File: config.mk
export PLATFORM = sky130hd
export DESIGN_NAME = ascii_command_frame_parser_core_flat
export DESIGN_NICKNAME = d
export VERILOG_FILES = /design/src/rtl/acfp_pkg.sv /design/src/rtl/acfp_in_if.sv /design/src/rtl/acfp_out_if.sv /design/src/rtl/acfp_in_reg.sv /design/src/rtl/acfp_parser.sv /design/src/rtl/acfp_out_reg.sv /design/src/rtl/ascii_command_frame_parser_core.sv /design/src/flat_wrapper.sv
export SDC_FILE = /design/constraint.sdc
export NUM_CORES = 1
export LEC_CHECK = 0
export BUFFER_PORTS_ARGS = -buffer_cell sky130_fd_sc_hd__buf_2
export CORE_MARGIN = 2
export CORE_UTILIZATION = 42
export CTS_BUF_LIST = sky130_fd_sc_hd__clkbuf_16
export CTS_CLUSTER_SIZE = 24
export DETAILED_ROUTE_END_ITERATION = 7
export PLACE_DENSITY_LB_ADDON = 0.12
export SETUP_SLACK_MARGIN = 0.02
export SLEW_MARGIN = 20
export SYNTH_ARGS = -nofsm -noshare
export SYNTH_HDL_FRONTEND = slang
export SYNTH_HIERARCHICAL = 1
export SYNTH_SLANG_ARGS = --single-unit
File: constraint.sdc
create_clock -name clk -period 5.1 [get_ports clk]
set_clock_uncertainty 0.15 [all_clocks]
set_input_delay 1.02 -clock clk [delete_from_list [all_inputs] [get_ports clk]]
set_output_delay 1.02 -clock clk [all_outputs]
set_load 0.02 [all_outputs]
File: src/rtl/acfp_pkg.sv
// Shared types and command codes for the ASCII command frame parser.
package acfp_pkg;

	typedef logic [2:0]  cmd_t;
	typedef logic [15:0] val_t;
	typedef logic [7:0]  char_t;

	localparam cmd_t CMD_GO     = 3'd0;
	localparam cmd_t CMD_END    = 3'd1;
	localparam cmd_t CMD_SPEED  = 3'd2;
	localparam cmd_t CMD_ALT    = 3'd3;
	localparam cmd_t CMD_MANUAL = 3'd4;
	localparam cmd_t CMD_LED    = 3'd5;

	// Decoded outcome of the byte currently at the head of the parser.
	typedef struct packed {
		logic emit;
		cmd_t command;
		val_t value;
	} result_t;

endpackage

File: src/rtl/acfp_in_if.sv
// Valid/ready channel that carries one received character.
interface acfp_in_if;
	logic                valid;
	logic                ready;
	acfp_pkg::char_t     rx_byte;

	modport source(output valid, output rx_byte, input ready);
	modport sink(input valid, input rx_byte, output ready);
endinterface

File: src/rtl/acfp_out_if.sv
// Valid/ready channel that carries one decoded command and its value.
interface acfp_out_if;
	logic                valid;
	logic                ready;
	acfp_pkg::cmd_t      command;
	acfp_pkg::val_t      value;

	modport source(output valid, output command, output value, input ready);
	modport sink(input valid, input command, input value, output ready);
endinterface

File: src/rtl/acfp_in_reg.sv
// Input register stage that captures one received character.
module acfp_in_reg (
	input  logic            clk,
	input  logic            arst_n,
	acfp_in_if.sink         rx,
	input  logic            take,
	output logic            valid_s1,
	output acfp_pkg::char_t rx_byte_s1
);
	import acfp_pkg::*;

	// The stage refills whenever it is empty or its byte moves on this cycle.
	assign rx.ready = !valid_s1 || take;

	always_ff @(posedge clk or negedge arst_n) begin
		if (!arst_n) begin
			valid_s1 <= 1'b0;
		end else if (rx.ready) begin
			valid_s1 <= rx.valid;
		end
	end

	always_ff @(posedge clk) begin
		if (rx.valid && rx.ready) begin
			rx_byte_s1 <= rx.rx_byte;
		end
	end

endmodule

File: src/rtl/acfp_parser.sv
// Frame state machine: name matching, hex accumulation and result decode.
module acfp_parser (
	input  logic              clk,
	input  logic              arst_n,
	input  logic              step,
	input  acfp_pkg::char_t   rx_byte,
	output acfp_pkg::result_t result
);
	import acfp_pkg::*;

	typedef enum logic [1:0] {
		PH_IDLE = 2'd0,
		PH_NAME = 2'd1,
		PH_BODY = 2'd2
	} phase_t;

	typedef struct packed {
		logic       ok;
		logic [3:0] nib;
	} hex_t;

	typedef struct packed {
		logic       ok;
		cmd_t       kind;
		logic [2:0] digits;
	} name_t;

	localparam char_t CH_DOLLAR = 8'h24;
	localparam char_t CH_HASH   = 8'h23;
	localparam char_t CH_ZERO   = 8'h30;
	localparam char_t CH_NINE   = 8'h39;
	localparam char_t CH_UA     = 8'h41;
	localparam char_t CH_UF     = 8'h46;
	localparam char_t CH_LA     = 8'h61;
	localparam char_t CH_LF     = 8'h66;
	localparam char_t CH_A      = 8'h41;
	localparam char_t CH_D      = 8'h44;
	localparam char_t CH_E      = 8'h45;
	localparam char_t CH_G      = 8'h47;
	localparam char_t CH_L      = 8'h4C;
	localparam char_t CH_M      = 8'h4D;
	localparam char_t CH_N      = 8'h4E;
	localparam char_t CH_O      = 8'h4F;
	localparam char_t CH_P      = 8'h50;
	localparam char_t CH_S      = 8'h53;
	localparam char_t CH_T      = 8'h54;

	function automatic hex_t hex_decode(input char_t c);
		hex_t h;
		h.ok  = 1'b1;
		h.nib = 4'd0;
		if (c inside {[CH_ZERO:CH_NINE]}) begin
			h.nib = 4'(c - CH_ZERO);
		end else if (c inside {[CH_LA:CH_LF]}) begin
			h.nib = 4'(c - CH_LA + 8'd10);
		end else if (c inside {[CH_UA:CH_UF]}) begin
			h.nib = 4'(c - CH_UA + 8'd10);
		end else begin
			h.ok = 1'b0;
		end
		return h;
	endfunction

	function automatic name_t name_lookup(input char_t l0, input char_t l1, input char_t l2);
		name_t n;
		logic [23:0] w;
		w = {l0, l1, l2};
		n.ok     = 1'b1;
		n.kind   = CMD_GO;
		n.digits = 3'd0;
		if (w == {CH_G, CH_O, CH_O}) begin
			n.kind = CMD_GO;     n.digits = 3'd4;
		end else if (w == {CH_E, CH_N, CH_D}) begin
			n.kind = CMD_END;    n.digits = 3'd0;
		end else if (w == {CH_S, CH_P, CH_D}) begin
			n.kind = CMD_SPEED;  n.digits = 3'd4;
		end else if (w == {CH_A, CH_L, CH_T}) begin
			n.kind = CMD_ALT;    n.digits = 3'd4;
		end else if (w == {CH_M, CH_A, CH_N}) begin
			n.kind = CMD_MANUAL; n.digits = 3'd2;
		end else if (w == {CH_L, CH_E, CH_D}) begin
			n.kind = CMD_LED;    n.digits = 3'd2;
		end else begin
			n.ok = 1'b0;
		end
		return n;
	endfunction

	phase_t     phase_q;
	logic [1:0] pos_q;
	char_t      letters_q [2];
	cmd_t       kind_q;
	logic [2:0] expected_q;
	logic [2:0] seen_q;
	val_t       acc_q;

	hex_t  hx;
	name_t nm;
	logic  seen_match;

	assign hx         = hex_decode(rx_byte);
	assign nm         = name_lookup(letters_q[0], letters_q[1], rx_byte);
	assign seen_match = (seen_q == expected_q);

	// A frame completes on '#' in the body after exactly the expected digits.
	always_comb begin
		result.emit    = (phase_q == PH_BODY) && !hx.ok && (rx_byte == CH_HASH) && seen_match;
		result.command = kind_q;
		case (kind_q)
			CMD_END:            result.value = '0;
			CMD_MANUAL, CMD_LED: result.value = {8'h00, acc_q[7:0]};
			default:            result.value = acc_q;
		endcase
	end

	always_ff @(posedge clk) begin
		if (step && (phase_q == PH_NAME) && !pos_q[1]) begin
			letters_q[pos_q[0]] <= rx_byte;
		end
	end

	always_ff @(posedge clk or negedge arst_n) begin
		if (!arst_n) begin
			phase_q    <= PH_IDLE;
			pos_q      <= 2'd0;
			kind_q     <= CMD_GO;
			expected_q <= 3'd0;
			seen_q     <= 3'd0;
			acc_q      <= '0;
		end else if (step) begin
			case (phase_q)
				PH_NAME: begin
					if (!pos_q[1]) begin
						pos_q <= pos_q + 2'd1;
					end else begin
						pos_q <= 2'd0;
						if (nm.ok) begin
							kind_q     <= nm.kind;
							expected_q <= nm.digits;
							seen_q     <= 3'd0;
							phase_q    <= PH_BODY;
						end else begin
							phase_q <= PH_IDLE;
						end
					end
				end
				PH_BODY: begin
					if (hx.ok) begin
						if (seen_match) begin
							phase_q <= PH_IDLE;
						end else begin
							acc_q  <= {acc_q[11:0], hx.nib};
							seen_q <= seen_q + 3'd1;
						end
					end else if (rx_byte != CH_HASH) begin
						phase_q <= PH_IDLE;
					end else begin
						seen_q  <= 3'd0;
						acc_q   <= '0;
						phase_q <= PH_IDLE;
					end
				end
				default: begin
					phase_q <= (rx_byte == CH_DOLLAR) ? PH_NAME : PH_IDLE;
				end
			endcase
		end
	end

endmodule

File: src/rtl/acfp_out_reg.sv
// Output register that holds one decoded command until it is taken.
module acfp_out_reg (
	input  logic              clk,
	input  logic              arst_n,
	input  acfp_pkg::result_t result,
	input  logic              step,
	output logic              free,
	acfp_out_if.source        res
);
	import acfp_pkg::*;

	logic valid_q;
	cmd_t command_q;
	val_t value_q;
	logic load;

	assign load      = step && result.emit;
	assign free      = !valid_q || res.ready;
	assign res.valid   = valid_q;
	assign res.command = command_q;
	assign res.value   = value_q;

	always_ff @(posedge clk or negedge arst_n) begin
		if (!arst_n) begin
			valid_q <= 1'b0;
		end else if (load) begin
			valid_q <= 1'b1;
		end else if (res.ready) begin
			valid_q <= 1'b0;
		end
	end

	always_ff @(posedge clk) begin
		if (load) begin
			command_q <= result.command;
			value_q   <= result.value;
		end
	end

endmodule

File: src/rtl/ascii_command_frame_parser_core.sv
// Top level of the ASCII command frame parser.
//
//   Channel  Role   Payload                     Transaction
//   rx       sink   rx_byte[7:0]                one received character
//   res      source command[2:0], value[15:0]  one complete command frame
//
// One character is taken every cycle unless a completing '#' is stalled.
// A character is captured in the input register, then decoded by the frame
// state machine in the following cycle; a completed frame is loaded into the
// output register at the end of the cycle in which the output register is
// free, and res.valid is driven straight from the output register.
// Reset clears the frame state to idle and empties both registers.
// While a result waits on res, characters that complete no frame keep
// flowing; only a terminating '#' waits for the output register to free up.

module ascii_command_frame_parser_core (
	input  logic   clk,
	input  logic   arst_n,
	acfp_in_if.sink   rx,
	acfp_out_if.source res
);
	import acfp_pkg::*;

	logic    valid_s1;
	char_t   rx_byte_s1;
	result_t result;
	logic    free;
	logic    step;

	// The captured character is consumed when it produces no result, or when
	// the output register can take the result it produces.
	assign step = valid_s1 && (!result.emit || free);

	acfp_in_reg u_in_reg (
		.clk        (clk),
		.arst_n     (arst_n),
		.rx         (rx),
		.take       (step),
		.valid_s1   (valid_s1),
		.rx_byte_s1 (rx_byte_s1)
	);

	// The parser advances its frame state only when the character moves on,
	// so a stalled '#' is decoded again with identical state next cycle.
	acfp_parser u_parser (
		.clk     (clk),
		.arst_n  (arst_n),
		.step    (step),
		.rx_byte (rx_byte_s1),
		.result  (result)
	);

	acfp_out_reg u_out_reg (
		.clk    (clk),
		.arst_n (arst_n),
		.result (result),
		.step   (step),
		.free   (free),
		.res    (res)
	);

endmodule

File: src/flat_wrapper.sv
// flat-port wrapper written by rule: the top's interface ports become plain ports
module ascii_command_frame_parser_core_flat import acfp_pkg::*;
  (clk, arst_n, rx_valid, rx_rx_byte, rx_ready, res_valid, res_command, res_value, res_ready);
  acfp_in_if rx_i ();
  acfp_out_if res_i ();
  input  logic clk;
  input  logic arst_n;
  input wire logic [$bits(rx_i.valid)-1:0] rx_valid;
  input wire logic [$bits(rx_i.rx_byte)-1:0] rx_rx_byte;
  output wire logic [$bits(rx_i.ready)-1:0] rx_ready;
  output wire logic [$bits(res_i.valid)-1:0] res_valid;
  output wire logic [$bits(res_i.command)-1:0] res_command;
  output wire logic [$bits(res_i.value)-1:0] res_value;
  input wire logic [$bits(res_i.ready)-1:0] res_ready;
  assign rx_i.valid = rx_valid;
  assign rx_i.rx_byte = rx_rx_byte;
  assign rx_ready = rx_i.ready;
  assign res_valid = res_i.valid;
  assign res_command = res_i.command;
  assign res_value = res_i.value;
  assign res_i.ready = res_ready;
  ascii_command_frame_parser_core u_core (.clk(clk), .arst_n(arst_n), .rx(rx_i), .res(res_i));
endmodule
==> summary.txt, run 1 <==
Outcome
  • Status: finished clean

Timing
  • RSZ-0062 raised after global routing: no
  • Fmax: 251.0 MHz
  • Final worst path period need: 3.985 ns
  • Final setup margin: 1.115 ns
  • Final worst-path cycle share: 78.13%
  • Final setup vio count: 0
  • Hold Slack: 0.3299 ns
  • Final Max Tran Viols: 0
  • Hold Violations, Final: 0
  • Setup TNS: 0 ns
  • Slew headroom: 52.34%
  • Slew @ Worst Pin: 0.7122 ns

Synthesis
  • Avg Inst Size Synth: 12.07 um2
  • FF+latch count, synth: 72
  • Post-synth EDFFs: 43
  • Largest area contributor in the netlist: edfxtp_1
  • Syn Nets: 299
  • Top cell type's share of synthesized area: 38.19%
  • Syn Inst Count: 280
  • Post-synth design cell area: 3381 um2
  • Synth async-reset ratio: 40.28%
  • Ranking of synthesized cells by area: edfxtp_1 38%, dfrtp_1 21%, nand2_1 4.1%, o21ai_0 2.7%, ha_1 2.6%
  • Netlist cell types: 59
  • Ys flop type: edfxtp_1
  • YS warnings: 6
  • Post-synthesis sequential area ratio: 59.66%

GRT
  • Vias in the first global route: 2245
  • Grt met3 use: 4.093%
  • Overflow left after global routing: 0
  • Top Usage Layer GRT: met2
  • Antenna violations before repair: 0
  • Routing usage on met1: 23.32%
  • Total track usage: 16.79%
  • M2 GR Usage: 25.24%
  • Largest net degree at the start of global routing: 34
  • First-pass GRT wire length: 11.26 mm

Detailed routing
  • DRC: 0
  • Via count: 2212
  • Post-route ant nets: 0
  • 1st-pass router iterations: 4
  • DR WL/cell: 15.37 um
  • Drt via density: 5.217
  • Drt total wl: 6.517 mm
  • 1st-iter DRT viols: 138

Worst setup path
  • Crit-path slowest cell: edfxtp_1
  • Critical path peak fanout: 8
  • Critical path launch point type: flop
  • Critical Path RT: 3.93 ns
  • R2R setup slack: 1.95 ns
  • Critical Path AT: 2.81 ns
  • CP Capture Type: output port
  • CP peak stage delay: 0.51 ns
  • Reg-to-reg startpoint: u_core/u_in_reg/rx_byte_s1[1]$_DFFE_PP_
  • Crit path top cell by count: nor4b_1
  • Reg2Reg Depth: 8
  • Reg2reg end: u_core/u_parser/seen_q[2]$_DFFE_PN0P_
  • Setup CP Type: flop to output port
  • Worst-path cell chain: nor4b_1 -> and3_1 -> and2_1 -> nor4b_1 -> a21boi_1 -> nand2b_4 -> buf_2

Die
  • Io pins: 33
  • Initial Util: 43.52%
  • Row count: 32
  • Die Ht: 93.72 um
  • DIE WIDTH: 93.72 um
  • Core area: 7767 um2
  • DIE AREA: 8783 um2

Clock tree
  • Hold buffers post-CTS: 0
  • Clock latency on the worst-skew pair: 0.33 ns
  • Clock buffer depth: 2
  • Setup repair bufs after CTS: 0
  • CTS Sinks: 72
  • CTS tree: built
  • Post_cts resized: 0
  • Clk pin slew, worst setup/hold paths: 0.06 ns
  • Total CTS buffers: 9
  • Root Driver: clkbuf_16
  • H-tree depth: 3

Power
  • Clock share of power: 50.0%
  • Gate power share: 3.1%
  • Sw Pwr: 0.2875 mW
  • Worst VDD drop: 0.2081 mV
  • Post-layout power: 1.366 mW
  • Sw frac: 21.05%
  • Part of the power in registers: 46.9%
  • Static Leakage: 1.540 nW
  • Power Internal: 1.078 mW
  • Pwr dens: 342.9 nW/um2

Place
  • Placer Congestion: 0.8488
  • Placement Cell Area: 3642 um2
  • Inst Count DP: 408
  • Place WS: 1.520 ns
  • # port buffers: 32
  • Dpl hpwl: 4.624 mm

Job
  • Number of max-cap violations: 0

Layout
  • Area Overhead vs Synth: 17.80%
  • Fin cells: 424
  • Share of post-route cells with drive strength above 1: 22.67%
  • Fin util: 51.27%
  • Final Instance Area: 3983 um2
  • Most frequent cells in the layout: 43 x edfxtp_1, 37 x nand2_1, 32 x buf_2, 29 x dfrtp_1, 18 x o21ai_0
  • Diode count: 0
  • Layout net count: 336
  • Commonest non-fill, non-tap cell in the layout: edfxtp_1

Hold path
  • Hold endpoint: u_core/u_parser/acc_q[12]$_DFFE_PN0P_
  • Worst hold path cell count: 2
  • Hold path start: u_core/u_parser/acc_q[12]$_DFFE_PN0P_
  • Hold WC Path Type: flop to flop
## worst max path at each step
stage	start	endpoint	cells past startpoint
2_1_floorplan	u_core/u_in_reg/rx_byte_s1[7]$_DFFE_PP_	rx_ready	6
3_3_place_gp	u_core/u_in_reg/rx_byte_s1[4]$_DFFE_PP_	rx_ready	7
3_5_place_dp	u_core/u_in_reg/rx_byte_s1[7]$_DFFE_PP_	rx_ready	7
4_1_cts	u_core/u_in_reg/rx_byte_s1[7]$_DFFE_PP_	rx_ready	7
5_1_grt	u_core/u_in_reg/rx_byte_s1[4]$_DFFE_PP_	rx_ready	7
6_report	u_core/u_in_reg/rx_byte_s1[4]$_DFFE_PP_	rx_ready	7
## cells in the mapped netlist (all sizes together) (2+ instances only)
| cell | n |
|---|---|
| a21oi | 5 |
| nor2b | 10 |
| dfrtp | 29 |
| mux2 | 2 |
| o41ai | 3 |
| nor3 | 7 |
| clkbuf | 3 |
| nor4b | 5 |
| or3 | 3 |
| nor4bb | 2 |
| nand2 | 37 |
| and4b | 2 |
| and3 | 3 |
| nand3 | 6 |
| inv | 10 |
| ha | 7 |
| nand2b | 7 |
| buf | 5 |
| edfxtp | 43 |
| nor2 | 10 |
| a21o | 5 |
| o31ai | 3 |
| nor3b | 4 |
| or2 | 2 |
| nor4 | 2 |
| nand4 | 7 |
| and2 | 12 |
| nand3b | 3 |
| o21ai | 25 |
| xor2 | 2 |
## critical path, delay by kind of cell (launching register included)
kind	cells	cell delay [ns]
flops	1	0.51
buf+inv	1	0.15
simple gates	5	1.53
compound gates	1	0.28
## sequential cells by signal, summed over array words and instances, names as in the netlist, 2 cells and up
name and flops:
u_core/u_out_reg/res.value 16, u_core/u_parser/acc_q 16, u_core/u_parser/letters_q 16, u_core/u_in_reg/rx_byte_s1 8, u_core/u_out_reg/res.command 3, u_core/u_parser/seen_q 3
u_core/u_parser/expected_q 2, u_core/u_parser/kind_q 2, u_core/u_parser/phase_q 2, u_core/u_parser/pos_q 2
## routing by layer
metal | vias up | part of all wire (%)
met5 | - | 0
met4 | 0 | 1.9
met3 | 10 | 4.1
met2 | 45 | 46
met1 | 1062 | 48
li1 | 1095 | -
## power groups by stage
stage | Combinational, mW | Sequential (mW) | Clock, mW
2_1_floorplan | 0.0294 | 0.646 | 0
3_3_place_gp | 0.0418 | 0.651 | 0
3_5_place_dp | 0.0420 | 0.652 | 0
4_1_cts | 0.0423 | 0.640 | 0.702
5_1_grt | 0.0474 | 0.642 | 0.726
6_report | 0.0424 | 0.640 | 0.683
## cells by family (layout without fill, tap and decap cells)
group,after synthesis,count (layout),synth area share (%)
flops,72,72,59.66
mux,3,3,0.9622
xor+xnor,2,2,0.5182
fa+ha+maj,7,7,2.591
simple gates,126,126,23.43
compound gates,52,52,10.40
buf+inv,18,60,2.443
## layout make-up
type	instances	area, um2
Fill cell	701	3785
Inverter	10	37.54
Timing Repair Buffer	34	175.2
Clock inverter	7	102.6
Sequential cell	72	2017
Tap cell	102	127.6
Multi-Input combinational cell	190	1297
Clock buffer	9	225.2
Power figures use the tool's default switching activity.
==> run 2: changes to the inputs <==
--- a/config.mk
+++ b/config.mk
@@ -5,6 +5,7 @@
 export SDC_FILE = /design/constraint.sdc
 export NUM_CORES = 1
 export LEC_CHECK = 0
+export ABC_AREA = 1
 export BUFFER_PORTS_ARGS = -buffer_cell sky130_fd_sc_hd__buf_2
 export CORE_MARGIN = 2
 export CORE_UTILIZATION = 42
==> constraint.sdc (replaced) <==
create_clock -name clk -period 3.3 [get_ports clk]
set_clock_uncertainty 0.15 [all_clocks]
set_input_delay 0.66 -clock clk [delete_from_list [all_inputs] [get_ports clk]]
set_output_delay 0.66 -clock clk [all_outputs]
set_load 0.02 [all_outputs]
==> run 2 against run 1 <==
Effect of this change: hold slack lost 0.13 ns; synthesized area rose by 2.0%; setup slack lost 0.82 ns; critical path depth grew 2; sequential power grew 55%; critical path type unchanged; critical endpoint unchanged.
==> summary.txt, run 2 <==
Clock tree
  • Clock latency on the worst-skew pair: 0.33 ns
  • CTS tree: built
  • Clock buffer depth: 2
  • H-tree depth: 3
  • Hold buffers post-CTS: 0
  • Root Driver: clkbuf_16
  • Total CTS buffers: 9
  • CTS Sinks: 72
  • Setup repair bufs after CTS: 0
  • Clk pin slew, worst setup/hold paths: 0.06 ns
  • Post_cts resized: 0

Synthesis
  • Synth async-reset ratio: 40.28%
  • Top cell type's share of synthesized area: 37.45%
  • Largest area contributor in the netlist: edfxtp_1
  • Netlist cell types: 32
  • Adder-cell area share of the yosys netlist: 2.540%
  • YS warnings: 6
  • Post-synthesis mux area share: 0%
  • Largest family of logic cells by synthesized area: simple AND/OR/NAND/NOR gates
  • Most frequent cells after synthesis: 79 x nand2_1, 59 x inv_1, 46 x nor2_1, 43 x edfxtp_1, 29 x dfrtp_1
  • Post-synthesis sequential area ratio: 58.49%
  • Ys flop type: edfxtp_1
  • Post-synth design cell area: 3448 um2
  • Syn Nets: 380
  • Post-synthesis xor/xnor area fraction: 0.2540%
  • Post-synth EDFFs: 43
  • Syn Inst Count: 361
  • Simple-gate share of the synthesized area: 24.13%
  • FF+latch count, synth: 72
  • Compound-gate portion of the synthesized area: 6.604%
  • Most common cell in the netlist: nand2_1
  • Ranking of synthesized cells by area: edfxtp_1 37%, dfrtp_1 21%, nand2_1 8.6%, inv_1 6.4%, nor2_1 5.0%
  • Avg Inst Size Synth: 9.552 um2

Place
  • Placer Congestion: 0.8498
  • Place WS: 0.6592 ns
  • Dpl hpwl: 4.441 mm
  • Inst Count DP: 496
  • # port buffers: 32

Job
  • Number of max-cap violations: 0

Die
  • Die Ht: 94.61 um
  • Row count: 33
  • Io pins: 33
  • Initial Util: 42.61%
  • DIE AREA: 8951 um2
  • Core area: 8093 um2
  • DIE WIDTH: 94.61 um

Layout
  • Commonest non-fill, non-tap cell in the layout: nand2_1
  • Diode count: 0
  • Fin util: 49.78%
  • Most frequent cells in the layout: 79 x nand2_1, 60 x inv_1, 46 x nor2_1, 43 x edfxtp_1, 32 x buf_2
  • Fin cells: 512
  • Area Overhead vs Synth: 16.84%
  • Layout net count: 421
  • Share of post-route cells with drive strength above 1: 22.60%

Detailed routing
  • 1st-iter DRT viols: 118
  • 1st-pass router iterations: 4
  • DRC: 0
  • Drt via density: 4.566
  • DR WL/cell: 11.91 um
  • Via count: 2338
  • Post-route ant nets: 0
  • Drt total wl: 6.097 mm

Worst setup path
  • Reg2Reg Depth: 11
  • CP peak stage delay: 0.45 ns
  • Worst-path cell chain: inv_1 -> nand2_1 -> nor3_1 -> nand4_1 -> nor2_1 -> a21oi_2 -> inv_1 -> nand2_1 -> buf_2
  • Critical Path RT: 2.49 ns
  • Critical path launch point type: flop
  • Setup CP Type: flop to output port
  • Critical path peak fanout: 5
  • CP Capture Type: output port
  • Crit-path slowest cell: edfxtp_1
  • Critical Path AT: 2.19 ns

GRT
  • Largest net degree at the start of global routing: 33
  • Overflow left after global routing: 0
  • First-pass GRT wire length: 10.17 mm
  • Total track usage: 15.17%
  • Antenna violations before repair: 0
  • Vias in the first global route: 2143

Timing
  • Hold Violations, Final: 0
  • Slew @ Worst Pin: 0.6738 ns
  • Slew headroom: 55.08%
  • Final worst-path cycle share: 91.00%
  • Final setup vio count: 0
  • Final Max Tran Viols: 0
  • RSZ-0062 raised after global routing: no
  • Final setup margin: 0.2971 ns
  • Final worst path period need: 3.003 ns
  • Fmax: 333.0 MHz
  • Hold Slack: 0.2042 ns
  • Setup TNS: 0 ns

Hold path
  • Hold WC Path Type: input port to async pin

Power
  • Worst VDD drop: 0.2747 mV
  • Static Leakage: 1.838 nW
  • Pwr dens: 519.4 nW/um2

Outcome
  • Status: finished clean
-- run 2: changes by cell type in the layout (fill, tap and decap cells not counted), moves of 4 or more --
cell / previous run / this run
nand2_1: 37 / 79
o21ai_0: 18 / 3
nand3_1: 6 / 21
o21ai_2: 0 / 16
nor2_1: 10 / 46
nand2_2: 0 / 19
nand2b_1: 4 / 0
inv_1: 10 / 60
and2_1: 10 / 1
a21o_1: 5 / 0
nor2b_1: 10 / 0
-- run 2: cell families (layout without fill, tap and decap cells) --
| family | after synthesis | after routing |
|---|---|---|
| simple gates | 184 | 184 |
| flops | 72 | 72 |
| buf+inv | 66 | 112 |
| compound gates | 31 | 31 |
| fa+ha+maj | 7 | 7 |
| xor+xnor | 1 | 1 |
-- run 2: report_power, final --
group	switching (mW)	internal, mW	total (mW)
Sequential	0.0187	0.973	0.992
Combinational	0.0570	0.0280	0.0850
Clock	0.360	0.655	1.02
Total	0.436	1.66	2.09
-- run 2: metal layers --
| layer | GRT usage, % | wire length (um) | up-vias |
|---|---|---|---|
| met5 | 0 | 0 | - |
| met4 | 8.575 | 144 | 0 |
| met3 | 3.831 | 214 | 12 |
| met2 | 24.05 | 2876 | 42 |
| met1 | 18.90 | 2861 | 1053 |
| li1 | - | - | 1231 |
-- run 2: path summary, 6_finish.rpt --
kind | endpoint | slack [ns] | startpoint
max | rx_ready | 0.30 | u_core/u_in_reg/rx_byte_s1[6]$_DFFE_PP_
min reg2reg | u_core/u_out_reg/res.command[1]$_DFFE_PP_ | 0.33 | u_core/u_parser/kind_q[1]$_DFFE_PN0P_
min in group clk | u_core/u_out_reg/res.command[1]$_DFFE_PP_ | 0.33 | u_core/u_parser/kind_q[1]$_DFFE_PN0P_
min | u_core/u_parser/acc_q[15]$_DFFE_PN0P_ | 0.20 | arst_n
max reg2reg | u_core/u_parser/acc_q[1]$_DFFE_PN0P_ | 0.67 | u_core/u_in_reg/rx_byte_s1[0]$_DFFE_PP_
max in group asynchronous | u_core/u_out_reg/res.valid$_DFFE_PN0P_ | 2.37 | arst_n
-- run 2: per-stage QoR --
| step | total power [mW] | cell area (um2) |
|---|---|---|
| 2_1_floorplan | 1.065 | 3448 |
| 3_3_place_gp | 1.095 | 3716 |
| 3_5_place_dp | 1.097 | 3716 |
| 4_1_cts | 2.116 | 4029 |
| 5_1_grt | 2.171 | 4029 |
| 6_report | 2.093 | 4029 |
-- run 2: cell type report --
type                       count  area [um2]
fill                         771        4064
clock inverter                 7       87.58
timing repair buffer          35       182.7
sequential                    72        2017
multi-input combinational    223        1156
inverter                      61       229.0
clock buffer                   9       225.2
tap                          105       131.4
-- run 2: worst max-delay path, delay by kind of cell, from the launching register on --
family | cells | cell delay, ns
buf+inv | 3 | 0.33
simple gates | 5 | 0.92
flops | 1 | 0.45
compound gates | 1 | 0.16
